File: config.mk
export PLATFORM = sky130hd
export DESIGN_NAME = mwsal_alu
export DESIGN_NICKNAME = d
export VERILOG_FILES = /design/src/rtl/core/mwsal_pkg.sv /design/src/rtl/core/mwsal_alu.sv
export SDC_FILE = /design/constraint.sdc
export NUM_CORES = 1
export LEC_CHECK = 0
export BUFFER_PORTS_ARGS = -buffer_cell sky130_fd_sc_hd__buf_2
export CORE_MARGIN = 2
export CORE_UTILIZATION = 46
export DETAILED_ROUTE_END_ITERATION = 10
export GPL_ROUTABILITY_DRIVEN = 0
export GPL_TIMING_DRIVEN = 0
export PLACE_DENSITY = 0.85
export SLEW_MARGIN = 20
export SYNTH_ARGS = -nofsm -noshare
export SYNTH_HDL_FRONTEND = slang
export SYNTH_SLANG_ARGS = --single-unit
File: constraint.sdc
create_clock -name vclk -period 2.67
set_input_delay 0.267 -clock vclk [all_inputs]
set_output_delay 0.267 -clock vclk [all_outputs]
set_load 0.01 [all_outputs]
File: src/rtl/core/mwsal_pkg.sv
// ----------------------------------------------------------------------------
// mwsal_pkg
// Shared widths, sequencer states and arithmetic unit codes for the
// shortest window sum block.
// ----------------------------------------------------------------------------
`default_nettype none

package mwsal_pkg;

   localparam int VALUE_W  = 16;
   localparam int LENGTH_W = 11;
   localparam int TARGET_W = 26;

   localparam logic [TARGET_W-1:0] TARGET_RESET = TARGET_W'(1);

   typedef enum logic [2:0] {
      ST_IDLE,
      ST_EVICT_RD,
      ST_EVICT_SUB,
      ST_APPEND,
      ST_CHECK,
      ST_SHRINK,
      ST_FINISH
   } state_type;

   typedef enum logic [1:0] {
      ALU_ADD,
      ALU_SUB,
      ALU_CMP
   } alu_op_type;

endpackage

`default_nettype wire

File: src/rtl/core/mwsal_alu.sv
// ----------------------------------------------------------------------------
// mwsal_alu
// Shared add, subtract and compare unit for the running window sum.
// ----------------------------------------------------------------------------
`default_nettype none

module mwsal_alu #(
   parameter int WIDTH = 27
) (
   input  wire mwsal_pkg::alu_op_type op,
   input  wire logic [WIDTH-1:0]     a,
   input  wire logic [WIDTH-1:0]     b,
   output      logic [WIDTH-1:0]     result,
   output      logic                 ge
);

   logic [WIDTH-1:0] b_sel;
   logic             cin;
   logic             carry;

   always_comb begin
      unique case (op)
         mwsal_pkg::ALU_ADD: begin
            b_sel = b;
            cin   = 1'b0;
         end
         mwsal_pkg::ALU_SUB,
         mwsal_pkg::ALU_CMP: begin
            b_sel = ~b;
            cin   = 1'b1;
         end
         default: begin
            b_sel = b;
            cin   = 1'b0;
         end
      endcase
   end

   assign {carry, result} = {1'b0, a} + {1'b0, b_sel} + (WIDTH + 1)'(cin);
   assign ge = carry;

endmodule

`default_nettype wire

==> metrics.csv, run 1 <==
metric,value,unit
hpwlAfterDp,4660,µm
critPathArrivalTime,2900,ps
avgViaCountPerCell,7.015,
areaGrowthSynthToFinish,88.44,%
wl,11350,µm
worstSetupStartpointType,input pin,
holdWs,883.3,ps
placed_cell_area,2504,µm²
status,"finished, violations left",
cpPeakStageDelay,370,ps
dieArea,4847,µm²
grt_pass1_wl,11460,µm
drt_iter0_markers,466,
grt_pass1_vias,2634,
cp_cell_sequence,buf_8 -> xnor2_4 -> buf_12 -> buf_12 -> xnor2_2 -> ha_2 -> a21o_1 -> a21o_1 -> a21o_1 -> o21ai_2 -> nand2b_1 -> o311a_1 -> buf_2,
die_w,69.62,µm
cp_max_fo,8,
grt_overflow,0,
drive_above_1_share,57.75,%
postLayoutCellArea,3732,µm²
drc,0,
grtUsageTotal,27.19,%
cts_hold_buf,0,
dp_cells,424,
max_freq,0.3155,GHz
setup_viol,23,
ant_nets,0,
stdcell_count,476,
slew-limit-headroom,72.13,%
finalHoldViolCount,0,
cap_violations,0,
wl_per_cell,23.85,µm
fillCellCount,156,
syn_inst,290,
multi_input_area,2618,µm²
p_leak,1.660,nW
power.density,560.2,nW/µm²
cp_common_cell,a21o_1,
vias,3339,
finalSetupTns,-6700,ps
end_kind,output pin,
post-route-min-period,3169,ps
setup.worst_path.start,op[1],
grt_max_degree,9,
syn_area,1981,µm²
violations,negative setup slack,
rsz0062_at_grt,yes,
antenna_found_initial,0,
period_share,118.7,%
synthDistinctLibCells,44,
min-delay-start,a[0],
fin_ws,-499.3,ps
nNetsFinal,513,
final-max-slew-violation-count,0,
worstPathRequired,2400,ps
yosys_warnings,0,
clock_buffers,0,
first_pass_iters,6,
diodes,0,
start_util,48.47,%
regArea,0,µm²
seq_cells,0,
synth_seq_area_share,0,%
io_buffers,84,
peakVddDrop,0.3819,mV
die_y,69.62,µm
io-pin-count,84,
core_area,4086,µm²
fp-row-count,23,
syn_nets,375,
tightest_slew,416.6,ps
avgSynthCellArea,6.830,µm²
hold_class,input pin to output pin,
cp_slowest_cell,o311a_1,
dpl_worst_slack,-615.3,ps
critPathKind,input pin to output pin,
==> final cells by class <==
cell class | count | area share [%]
multi-input combinational | 268 | 70.13
timing repair buffer | 139 | 24.84
buffer | 6 | 2.045
tap | 50 | 1.676
inverter | 13 | 1.307
==> path summary, 6_finish.rpt <==
check | endpoint | slack (ps) | depth (start not counted)
hold / removal | result[0] | 880 | 3
setup / recovery | result[24] | -500 | 13
==> layout by cell type (no fill, tap or decap), types with 6 or more instances in the layout <==
cell and count:
xnor2_4 7, nor2_1 16, ha_1 15, buf_2 82, buf_6 16, a21oi_2 13, xor2_1 9, o21ai_2 6
inv_1 12, a21oi_4 6, a21oi_1 18, a21o_1 11, buf_4 41, o21ai_1 6, xnor2_2 8, xnor2_1 22
ha_2 6, nand2_1 19, ha_4 7
==> cells in the mapped netlist (2+ instances only) <==
cell type | count | share of area [%]
o21ai_0 | 13 | 3.3
nand2b_1 | 5 | 1.6
o21ai_1 | 6 | 1.5
clkbuf_1 | 3 | 0.57
ha_1 | 28 | 18
xor2_1 | 10 | 4.4
and3_1 | 7 | 2.2
a31oi_1 | 3 | 0.95
buf_2 | 6 | 1.5
nand4_1 | 3 | 0.95
o221ai_1 | 2 | 0.88
a21oi_1 | 36 | 9.1
a211oi_1 | 7 | 2.7
nor2_1 | 21 | 4.0
nand3_1 | 8 | 2.0
nor2b_1 | 4 | 1.3
a21boi_0 | 2 | 0.76
o21a_1 | 3 | 1.1
nor3_1 | 8 | 2.0
inv_1 | 13 | 2.5
o21bai_1 | 4 | 1.5
a21o_1 | 11 | 4.2
o31ai_1 | 2 | 0.76
xnor2_1 | 36 | 16
o211ai_1 | 5 | 1.9
nand2_1 | 24 | 4.5
and4_1 | 2 | 0.88
o2111ai_1 | 2 | 0.88
==> cell families (layout without fill, tap and decap cells) <==
group	count (synthesis)	after routing	synth area share [%]
adders and majority gates	29	29	18.70
AOI/OAI and AO/OA	103	103	33.67
xor gates and xnor gates	47	47	21.16
muxes	1	1	0.5054
buffers and inverters	22	158	4.549
and+or+nand+nor	88	88	21.42
==> what timing repair did <==
action,4_1_cts,5_1_grt
endpoints found under the setup margin,22,23
buffers inserted,32,26
gates resized for setup,69,96
pin swaps,41,47
==> where the power goes <==
group,total [W],internal [W],switching (W),leakage (nW)
clock network,0,0,0,0
registers,0,0,0,0
logic,0.00209,0.000937,0.00115,1.66
==> critical path, delay by kind of cell <==
| kind | cells | cell delay (ps) |
|---|---|---|
| AO/OA/AOI/OAI | 5 | 1300 |
| buffers and inverters | 4 | 570 |
| XOR/XNOR | 2 | 300 |
| adder cells (fa/ha/maj) | 1 | 300 |
| AND/OR/NAND/NOR | 1 | 160 |
==> routing by layer <==
metal | vias up | global-route usage, % | wire (µm)
li1 | 1333 | - | -
met1 | 1489 | 33.62 | 3715
met2 | 362 | 51.50 | 5077
met3 | 155 | 1.599 | 1285
met4 | 0 | 5.556 | 1276
met5 | - | 0 | 0
==> per-stage QoR <==
step                      util (%)   power, W
after floorplan                  -  0.0008769
after global placement       61.27   0.001208
after detailed placement     61.27   0.001238
after CTS                    74.22   0.001502
after global routing         91.34   0.002172
final                        91.34   0.002091
Power figures use the tool's default switching activity.
==> inputs of run 2 (changes only) <==
Settings changed: PLACE_DENSITY 0.85 to 0.84.
==> metrics.csv, run 2 (synthesis results as in run 1) <==
metric,value,unit,change
status,"finished, violations left",,
violations,negative setup slack,,
p_leak,1.560,nW,-6.0%
critPathKind,input pin to output pin,,
dieArea,4847,µm²,unchanged
switching_share,54.68,%,-0.51 points
post-route-min-period,3096,ps,-73.15 ps
tightest_slew,454.3,ps,+37.69 ps
slew-limit-headroom,69.61,%,-2.5 points
critPathArrivalTime,2830,ps,-70 ps
power.density,539.4,nW/µm²,-3.7%
internal-power,0.0008502,W,-9.2%
ant_nets,0,,unchanged
vias,3085,,-7.6%
drive_above_1_share,54.22,%,-3.5 points
hpwlAfterDp,4612,µm,-1.0%
wl,9438,µm,-17%
start_util,48.47,%,unchanged
grt_pass1_wl,11690,µm,+2.0%
seq_cells,0,,unchanged
seqPwrFrac,0,%,unchanged
drc,0,,unchanged
fillCellCount,205,,+31%
rsz0062_at_grt,yes,,
period_share,116.0,%,-2.7 points
grtUsageTotal,28.05,%,+0.86 points
max_freq,0.3230,GHz,+2.4%
power_frac_comb,100.0,%,about the same
hold_class,input pin to output pin,,
fin_ws,-426.1,ps,+73.15 ps
diodes,0,,unchanged
p_switching,0.001026,W,-11%
cts_hold_buf,0,,unchanged
cp_max_fo,5,,-3
worstPathRequired,2400,ps,about the same
nNetsFinal,502,,-2.1%
final-max-slew-violation-count,0,,unchanged
cap_violations,0,,unchanged
clock_power_share,0,%,unchanged
grt_overflow,0,,unchanged
die_y,69.62,µm,unchanged
end_kind,output pin,,
io-pin-count,84,,unchanged
grt_max_degree,11,,+2
placed_cell_area,2504,µm²,unchanged
clock_buffers,0,,unchanged
die_w,69.62,µm,unchanged
regArea,0,µm²,unchanged
holdWs,862.4,ps,-20.87 ps
layout_commonest_cell,buf_2,,
postLayoutCellArea,3478,µm²,-6.8%
worstSetupStartpointType,input pin,,
core_area,4086,µm²,unchanged
wl_per_cell,20.30,µm,-15%
drt_iter0_markers,371,,-20%
antenna_found_initial,0,,unchanged
setup_viol,20,,-13%
avgViaCountPerCell,6.634,,-5.4%
grt_pass1_vias,2601,,-1.3%
fp-row-count,23,,unchanged
first_pass_iters,6,,unchanged
io_buffers,84,,unchanged
peakVddDrop,0.3655,mV,-4.3%
finalHoldViolCount,0,,unchanged
areaGrowthSynthToFinish,75.62,%,
finalSetupTns,-5346,ps,+1354 ps
mostFrequentLayoutCells,"84 x buf_2, 31 x buf_4, 25 x xnor2_1",,
[run 2: metal layers]
| metal | global-route usage (%) | up-vias | wire length, µm |
|---|---|---|---|
| li1 | - | 1309 | - |
| met4 | 9.402 | 0 | 763 |
| met5 | 0 | - | 0 |
| met3 | 2.907 | 101 | 901 |
| met1 | 33.51 | 1383 | 3250 |
| met2 | 51.82 | 292 | 4522 |
[run 2: through the flow]
stage / utilization, % / power [W] / std cells / worst slack [ps]
2_1_floorplan: - / 0.0008769 / 290 / -23.34
5_1_grt: 85.12 / 0.001971 / 465 / -477.1
6_report: 85.12 / 0.001876 / 465 / -426.1
3_3_place_gp: 61.27 / 0.001209 / 424 / -529.4
3_5_place_dp: 61.27 / 0.001234 / 424 / -597.7
4_1_cts: 74.04 / 0.001488 / 447 / -293.8
[run 2: path summary, 6_finish.rpt]
path | from | endpoint | slack, ps | depth (start not counted)
worst max-delay path | op[0] | result[24] | -430 | 14
worst min-delay path | a[0] | result[0] | 860 | 3
[run 2: power groups by stage]
stage	logic [W]	registers (W)	clock network (W)
floorplan	0.000877	0	0
global placement	0.00121	0	0
detailed placement	0.00123	0	0
CTS	0.00149	0	0
global route	0.00197	0	0
finish	0.00188	0	0
[run 2: timing repair]
item | in CTS | in global routing
gates resized for setup | 77 | 64
endpoints found under the setup margin | 23 | 21
pin swaps | 38 | 48
gates cloned | 1 | 1
buffers inserted | 25 | 21
[run 2: final cells by class]
| cell class | instances | area, µm² | area share, % |
|---|---|---|---|
| Timing Repair Buffer | 129 | 842.1 | 24.21 |
| Buffer | 5 | 58.81 | 1.691 |
| Multi-Input combinational cell | 268 | 2466 | 70.90 |
| Inverter | 13 | 48.80 | 1.403 |
| Tap cell | 50 | 62.56 | 1.799 |
[run 2: worst max-delay path: stages]
cell and delay (ps):
buf_8 110, xnor2_4 250, buf_6 160, buf_12 110
xnor2_2 60, ha_1 320, buf_6 140, a21oi_1 190
o21ai_2 120, a21oi_2 260, o21bai_1 140, nand2b_1 190
o311a_1 340, buf_2 140
==> inputs of run 3 (changes only) <==
Settings changed: SKIP_LAST_GASP set to 1.
==> metrics.csv, run 3 (synthesis results as in run 1) <==
metric,value,unit,change
hold_class,input pin to output pin,,
ant_nets,0,,unchanged
p_switching,0.001052,W,+2.5%
switching_share,55.07,%,+0.39 points
met2_length,4767,µm,+5.4%
drt_iter0_markers,330,,-11%
vias,3110,,+0.81%
cp_common_cell,buf_6,,
clock_power_share,0,%,unchanged
end_kind,output pin,,
critPathBufInv,5,,unchanged
path_depth,12,,-2
layout_commonest_cell,buf_2,,
cp_cell_sequence,buf_8 -> xnor2_4 -> buf_6 -> buf_6 -> xnor2_2 -> ha_1 -> nand4_1 -> buf_4 -> o41ai_4 -> o211ai_1 -> a31oi_1 -> buf_2,,
fin_util,85.40,%,+0.28 points
grt_pass1_wl,11720,µm,+0.24%
status,"finished, violations left",,
tightest_slew,453.2,ps,-1.124 ps
p_leak,1.564,nW,+0.28%
wl_met1,3454,µm,+6.3%
worstSetupStartpointType,input pin,,
power_frac_comb,100.0,%,about the same
mostFrequentLayoutCells,"84 x buf_2, 32 x buf_4, 24 x xnor2_1",,
hpwlAfterDp,4612,µm,unchanged
peakVddDrop,0.3620,mV,-0.96%
areaGrowthSynthToFinish,76.18,%,
final-max-slew-violation-count,0,,unchanged
grt_pass1_vias,2592,,-0.35%
holdWs,884.6,ps,+22.25 ps
grtUsageTotal,28.11,%,+0.060 points
nNetsFinal,503,,+0.20%
wl_per_cell,21.44,µm,+5.7%
io_buffers,84,,unchanged
setup.worst_path.start,op[0],,
cpPeakStageDelay,510,ps,+170 ps
crit_family,compound AO/OA/AOI/OAI gates,,
dr_wl_met3,1006,µm,+12%
max_freq,0.3140,GHz,-2.8%
dpl_worst_slack,-597.7,ps,unchanged
start_util,48.47,%,unchanged
critPathArrivalTime,2920,ps,+90 ps
core_area,4086,µm²,unchanged
power,0.001910,W,+1.8%
post-route-min-period,3184,ps,+88.27 ps
io-pin-count,84,,unchanged
drive_above_1_share,54.33,%,+0.11 points
grt_max_degree,11,,unchanged
first_pass_iters,6,,unchanged
fillCellCount,215,,+4.9%
critPathKind,input pin to output pin,,
seqPwrFrac,0,%,unchanged
finalHoldViolCount,0,,unchanged
cp_slowest_cell,o41ai_4,,
diodes,0,,unchanged
worstPathRequired,2400,ps,about the same
drc,0,,unchanged
cp-endpoint,ge,,
internal-power,0.0008580,W,+0.92%
rsz0062_at_grt,yes,,
power.density,547.3,nW/µm²,+1.5%
fin_ws,-514.4,ps,-88.27 ps
seq_cells,0,,unchanged
cp_max_fo,5,,unchanged
die_w,69.62,µm,unchanged
avgViaCountPerCell,6.674,,+0.59%
fp-row-count,23,,unchanged
top_layer,met4,,
period_share,119.3,%,+3.3 points
dieArea,4847,µm²,unchanged
postLayoutCellArea,3490,µm²,+0.32%
cap_violations,0,,unchanged
grt_overflow,0,,unchanged
die_y,69.62,µm,unchanged
placed_cell_area,2504,µm²,unchanged
slew-limit-headroom,69.69,%,+0.075 points
wl,9993,µm,+5.9%
antenna_found_initial,0,,unchanged
clock_buffers,0,,unchanged
regArea,0,µm²,unchanged
violations,negative setup slack,,
setup_viol,22,,+10%
-- run 3: cell count changes in the layout (fill, tap and decap cells not counted), sizes merged --
cell,delta
buf,+1
-- run 3: cell type report --
class,instances,area (µm²),share of cell area (%)
plain buffers,5,58.81,1.685
inverters,13,48.80,1.398
multi-input cells,268,2470,70.78
well taps,50,62.56,1.793
repair buffers,130,849.6,24.35
-- run 3: how the worst min path moves through the flow --
stage	end	cells after the start	startpoint	slack, ps
global route	result[0]	3	a[0]	870
CTS	result[0]	3	a[0]	850
floorplan	result[0]	1	b[0]	610
detailed placement	result[0]	3	a[0]	850
finish	result[0]	3	a[0]	880
global placement	result[0]	3	a[0]	820
-- run 3: timing repair --
action	CTS	global route
cloned	1	1
setup endpoints to repair	23	21
hold endpoints to repair	0	0
buffers inserted	25	21
resized for setup	76	63
pin swaps	37	49
hold buffers	0	0
-- run 3: through the flow --
| step | std cells | TNS [ps] |
|---|---|---|
| floorplan | 290 | -65.68 |
| global placement | 424 | -8075 |
| detailed placement | 424 | -8669 |
| CTS | 447 | -3561 |
| global route | 466 | -8429 |
| finish | 466 | -6639 |
-- run 3: power by group through the flow --
| stage | sequential [W] | clock, W | combinational, W |
|---|---|---|---|
| after floorplan | 0 | 0 | 0.000877 |
| after global placement | 0 | 0 | 0.00121 |
| after detailed placement | 0 | 0 | 0.00123 |
| after CTS | 0 | 0 | 0.00149 |
| after global routing | 0 | 0 | 0.00200 |
| final | 0 | 0 | 0.00191 |
-- run 3: metal layers --
metal  up-vias  track usage [%]
met1      1393            33.85
li1       1320                -
met3        93            2.616
met5         -                0
met4         0            9.402
met2       304            51.82
